**config.mk**
```make
export PLATFORM = sky130hd
export DESIGN_NAME = mss_mac
export DESIGN_NICKNAME = d
export VERILOG_FILES = /design/src/mss_pkg.sv /design/src/mss_mac.sv
export SDC_FILE = /design/constraint.sdc
export NUM_CORES = 2
export LEC_CHECK = 0
export BUFFER_PORTS_ARGS = -buffer_cell sky130_fd_sc_hd__buf_2
export CORE_MARGIN = 4
export CORE_UTILIZATION = 50
export CTS_BUF_LIST = sky130_fd_sc_hd__clkbuf_16
export CTS_CLUSTER_DIAMETER = 50
export DETAILED_ROUTE_END_ITERATION = 10
export GPL_TIMING_DRIVEN = 0
export PLACE_DENSITY_LB_ADDON = 0.3
export RECOVER_POWER = 100
export SYNTH_ARGS = -nofsm -noshare
export SYNTH_HDL_FRONTEND = slang
export SYNTH_SLANG_ARGS = --single-unit
```
**constraint.sdc**
```tcl
create_clock -name clk -period 8.68 [get_ports clk]
set_input_delay 1.302 -clock clk [delete_from_list [all_inputs] [get_ports clk]]
set_output_delay 1.302 -clock clk [all_outputs]
set_load 0.01 [all_outputs]
```
**src/mss_pkg.sv**
```systemverilog
// ----------------------------------------------------------------------------
// mss_pkg: shared types and constants for the mesh support point search
// Item layouts, action codes, register indexes and default sizes.
// ----------------------------------------------------------------------------
`default_nettype none

package mss_pkg;

  localparam int MAX_VERTICES_DEF       = 1024;
  localparam int MAX_NEIGHBOR_SLOTS_DEF = 8192;
  localparam int FRAC_BITS_DEF          = 16;

  localparam int ACC_W   = 66;  // exact sum of three 64-bit products
  localparam int LINK_W  = 14;
  localparam int VCNT_W  = 11;

  localparam logic [2:0] ACT_QUERY    = 3'd0;
  localparam logic [2:0] ACT_VERTEX   = 3'd1;
  localparam logic [2:0] ACT_OFFSET   = 3'd2;
  localparam logic [2:0] ACT_NEIGHBOR = 3'd3;
  localparam logic [2:0] ACT_POSE     = 3'd4;

  localparam logic CFG_VTX_TOTAL   = 1'b0;
  localparam logic CFG_SEARCH_MODE = 1'b1;

  typedef struct packed {
    logic [2:0]         action;
    logic [13:0]        index;
    logic signed [31:0] value_x;
    logic signed [31:0] value_y;
    logic signed [31:0] value_z;
    logic [13:0]        link;
  } in_item_t;

  typedef struct packed {
    logic signed [31:0] support_x;
    logic signed [31:0] support_y;
    logic signed [31:0] support_z;
    logic [9:0]         support_index;
    logic               saturated;
  } out_item_t;

  typedef struct packed {
    logic signed [31:0] x;
    logic signed [31:0] y;
    logic signed [31:0] z;
  } vertex_t;

  typedef struct packed {
    logic valid;
    logic first;
  } mac_op_t;

endpackage

`default_nettype wire

```
**src/mss_mac.sv**
```systemverilog
// ----------------------------------------------------------------------------
// mss_mac: shared multiply-accumulate unit
// One 32x32 signed product a cycle, registered, then summed into a wide
// accumulator. The first product of a dot product restarts the sum.
// ----------------------------------------------------------------------------
`default_nettype none

module mss_mac (
  input  wire logic                           clk,
  input  wire logic                           rst_n,
  input  wire mss_pkg::mac_op_t               op,
  input  wire logic signed [31:0]             a,
  input  wire logic signed [31:0]             b,
  output logic signed [mss_pkg::ACC_W-1:0]    acc
);

  logic signed [63:0]               prod_r;
  mss_pkg::mac_op_t                 op_r;
  logic signed [mss_pkg::ACC_W-1:0] acc_r;
  logic signed [mss_pkg::ACC_W-1:0] prod_ext;

  assign prod_ext = {{(mss_pkg::ACC_W-64){prod_r[63]}}, prod_r};
  assign acc      = acc_r;

  always_ff @(posedge clk) begin
    if (!rst_n) begin
      op_r <= '0;
    end else begin
      op_r <= op;
    end
    prod_r <= a * b;
    if (op_r.valid) begin
      acc_r <= op_r.first ? prod_ext : acc_r + prod_ext;
    end
  end

endmodule

`default_nettype wire

```
== After elaboration in Yosys (flattened, before gate mapping) ==
Index checks and enable logic that the tools add are counted.
Storage, ports and cells
  bits in registers: 132
  bits in latches: 0
  memory bits (writable): 0
  bits in read-only memories: 0
  input bits: 68
  memories kept: 0
Operators by class
  add/sub/neg operators: 1
  multipliers: 1
  divide/modulo/power cells: 0
  order comparisons: 0
  eq/ne operators: 0
  shifts and indexed selects: 0
  multiplexer cells: 1
  bitwise gates (word level): 0
  reductions and logical operators: 0
Operator list (count)
  adder 66 x 64 -> 66 bit: 1
  2-to-1 mux 66 bit: 1
  multiplier 32 x 32 -> 64 bit: 1

== Depth between registers and ports, before layout ==
  depth after elaboration: 2
  gate-level depth with buffers: 29

== Least setup slack after synthesis ==
No wires, ideal clock.
  path type: input to register
  start: input a[31]
  end: register prod_r[61]
  arrival time: 8.574 ns
  required time: 8.608 ns
  slack: 0.034 ns
  stages: 28
  buffers on the path: 2
  cells stage by stage: clkbuf_1 nand2_1 inv_1 fa_1 fa_1 inv_1 fa_1 inv_1 fa_1 inv_1 fa_1 inv_1 fa_1 inv_1 fa_1 fa_1 inv_1 ha_1 clkbuf_1 a21o_1 a221o_1 a21o_1 a21oi_1 nor2b_1 o21ai_0 nand2b_1 a221oi_1 xnor2_1
Between the ends
  longest elaborated chain between the ends: 1
Ends and longest elaborated chain
  start: declaration: RTL line mss_mac.sv:12  | input wire logic signed [31:0] a,
  multiplier 32 x 32 -> 64 bit: RTL line mss_mac.sv:31  | prod_r <= a * b;
  end signal: assignment: RTL line mss_mac.sv:31
  end: declaration: RTL line mss_mac.sv:17  | logic signed [63:0] prod_r;
No other way between the ends.
A chain may end at the register's enable or synchronous reset.

== Worst setup path in the final report ==
  start: input a[19]
  end: register prod_r[62]
The elaborated chain is that of the path after synthesis.

==> flow_metrics.py <==
metrics = {
    "placement": {
        "port_buffers": 133,
        "gp_congestion": 1.06,
        "dp.final_hpwl_um": 129000,
        "placed_area_mm2": 0.0463,
        "placed_cells": 6028,
    },
    "worst_setup_path": {
        "crit_arrival_ps": 8860,
        "crit_slowest_cell": "fa_1",
        "cp_cell_sequence": "buf_2 -> buf_4 -> nand2_1 -> fa_1 -> fa_1 -> fa_1 -> fa_1 -> inv_1 -> fa_1 -> fa_1 -> fa_1 -> fa_1 -> ha_1 -> clkbuf_1 -> nand4_1 -> o21ai_0 -> a21oi_4 -> o31a_1 -> o31a_1 -> buf_4 -> o31ai_4 -> a21oi_2 -> xnor2_2",
        "required_ps": 8980,
        "cpPeakStageDelay_ps": 600,
        "end_kind": "register",
        "r2r_cells": 13,
        "crit_fanout": 10,
        "rr_startpoint": "acc[0]",
        "rrSetupSlack_ps": 4280,
        "cp_common_cell": "fa_1",
        "start_kind": "input port",
        "path_class": "input port to register",
        "r2r_end": "acc[62]",
    },
    "sta": {
        "rsz0062_at_grt": "yes",
        "slew_headroom_pct": -171,
        "period_share_pct": 98.6,
        "fmax_ghz": 0.117,
        "min_period_ps": 8550,
        "setup_viol": 0,
        "finalHoldViolations": 0,
        "skew_ps": 14.1,
        "worstMarginPinSlew_ps": 4070,
        "slew_violations": 67,
        "timing.hold.ws_ps": 545,
    },
    "routing": {
        "wirelength_um": 155000,
        "drc": 0,
        "via_count": 34700,
        "ant_nets": 0,
        "routedWlPerCell_um": 25.4,
        "drt_iter0_drc": 3381,
        "dr.pass1.iters": 8,
        "via_per_inst": 5.71,
    },
    "clock_network": {
        "htreeDepth": 4,
        "cts.sinks": 132,
        "cts_tree": "yes",
        "cts-root-buf": "clkbuf_16",
        "clkTransAtPathRegs_ps": 70,
        "clock_latency_ps": 430,
        "numCtsBuffers": 17,
        "holdBufCountCts": 0,
        "cts_max_path_buffers": 2,
    },
    "yosys": {
        "yosysWarnings": 0,
        "seq_area_frac_synth_pct": 7.49,
        "async_flop_share_pct": 0,
        "synth_edf_count": 66,
        "synth.avg_cell_area_um2": 9.31,
        "synth_top_flop_cell": "edfxtp_1",
        "synth-seq-cells": 132,
        "synth_cells": 4739,
        "synth.distinct_cells": 79,
        "syn-cell-area_mm2": 0.0441,
        "synthesis.nets": 6139,
    },
    "floorplanning": {
        "rows": 108,
        "initial_utilization_pct": 50.6,
        "coreArea_mm2": 0.0872,
        "fp.dieW_um": 305,
        "die_h_um": 305,
        "num_io_pins": 134,
        "design.die.area_mm2": 0.0930,
    },
    "flow_run": {
        "cap_violations": 1,
    },
    "finish": {
        "final_util_pct": 55.0,
        "fill_cells": 7900,
        "area_growth_pct": 8.57,
        "final_cell_mix": "fa_1 (1,065), inv_1 (1,028), nand2_1 (623), and2_1 (507), ha_1 (228)",
        "multi_input_area_mm2": 0.0363,
        "final_common_cell": "fa_1",
        "fin_area_mm2": 0.0479,
        "seq_area_mm2": 0.00331,
        "layout.nets": 6297,
        "finalNonFillerCells": 6078,
        "drive_above_1_share_pct": 8.02,
    },
    "grt": {
        "grt_overflow": 0,
        "grt_pass1_vias": 36600,
        "grt_pass1_wl_um": 231000,
        "grt_max_degree": 67,
        "groute.usage.overall_pct": 33.5,
        "antenna_found_initial": 18,
    },
    "min_path": {
        "hold_start": "prod_r[22]",
        "hold_class": "register to register",
        "whs_path_depth": 2,
        "holdPathEnd": "acc[22]",
    },
    "outcome": {
        "violations": "max-capacitance violations, max-slew violations",
        "outcome": "finished, violations left",
    },
}
==> metal layers <==
layer  vias to the layer above  global-route usage, %  part of all wire, %
li1                      14500                      -                    -
met1                     17800                   43.6                   38
met2                      1932                   51.5                   44
met3                       508                   8.82                   11
met4                         8                   18.1                  7.1
met5                         -                      0                0.033
==> state kept, by name (all words and copies together), names as in the netlist <==
| signal | cells |
|---|---|
| op_r | 2 |
| prod_r | 64 |
| acc | 66 |
==> worst max-delay path, delay by kind of cell <==
kind | cells | cell delay (ps)
adders and majority gates | 9 | 4580
AOI/OAI and AO/OA | 6 | 1530
buffers and inverters | 5 | 940
and+or+nand+nor | 2 | 330
xor gates and xnor gates | 1 | 160
==> per-stage QoR <==
| stage | setup TNS (ps) | setup WS, ps |
|---|---|---|
| floorplan | 0 | 34.3 |
| global placement | -36060 | -2050 |
| detailed placement | -38120 | -2090 |
| CTS | 0 | 0.288 |
| global route | -112 | -54.2 |
| finish | 0 | 125 |
==> synthesized netlist by cell type, drive strengths merged (4+ instances only) <==
library cell | instances | area (µm²)
xnor2 | 83 | 727
xor2 | 48 | 420
o31ai | 10 | 93.8
nor3b | 5 | 37.5
edfxtp | 66 | 1980
a2111oi | 4 | 53.8
a21oi | 131 | 682
and3 | 11 | 68.8
inv | 1033 | 3880
a211oi | 8 | 60.1
nand4 | 25 | 156
nand2 | 625 | 2350
o211ai | 9 | 67.6
and2 | 511 | 3200
clkbuf | 239 | 897
o22ai | 4 | 25.0
fa | 1083 | 21700
or2 | 6 | 37.5
or4 | 4 | 30.0
nand2b | 27 | 169
mux2 | 4 | 45.0
ha | 249 | 3120
or3 | 5 | 31.3
nor3 | 17 | 90.1
o21a | 16 | 120
nor2b | 13 | 81.3
o21bai | 21 | 161
a311oi | 6 | 52.6
buf | 10 | 55.1
a41oi | 4 | 35.0
a21o | 96 | 721
o21ai | 110 | 554
a221o | 6 | 60.1
nand3 | 25 | 130
o31a | 4 | 35.0
o32ai | 4 | 42.6
a21boi | 4 | 30.0
a31oi | 22 | 138
dfxtp | 66 | 1320
nor2 | 87 | 327
and4 | 6 | 52.6
==> layout make-up <==
class                           instances  share of cell area (%)
Tap cell                             1155                    3.02
Clock buffer                           19                   0.993
Timing Repair Buffer                  155                    1.65
Multi-Input combinational cell       3325                    75.8
Clock inverter                         13                   0.222
Antenna cell                           13                  0.0679
Sequential cell                       132                    6.90
Buffer                                233                    3.23
Inverter                             1033                    8.12
==> what timing repair did <==
item	in CTS	in global routing
resized for setup	272	267
endpoints found under the setup margin	31	23
buffers inserted	8	13
pin swaps	7	33
hold endpoints to repair	0	0
==> worst max path at each step <==
| stage | startpoint | end | slack, ps | depth (start not counted) |
|---|---|---|---|---|
| after global placement | b[5] | prod_r[63] | -2050 | 26 |
| after floorplan | a[31] | prod_r[61] | 30 | 28 |
| after detailed placement | b[5] | prod_r[63] | -2090 | 26 |
| after CTS | b[5] | prod_r[61] | 0.3 | 29 |
| after global routing | b[5] | prod_r[61] | -50 | 29 |
| final | a[19] | prod_r[62] | 130 | 23 |
==> cells by family (layout without fill, tap and decap cells) <==
group	after synthesis	count (layout)	share of synthesized area, %
multiplexers	6	6	0.147
AO/OA/AOI/OAI	481	481	7.14
XOR/XNOR	131	131	2.60
AND/OR/NAND/NOR	1375	1375	15.5
other	0	13	0
buffers and inverters	1282	1453	10.9
adder cells (fa/ha/maj)	1332	1332	56.2
flip-flops	132	132	7.49
Power is left out: the tool's default activity adds up to more than one toggle a clock period on the data nets, which glitch-free logic cannot reach.
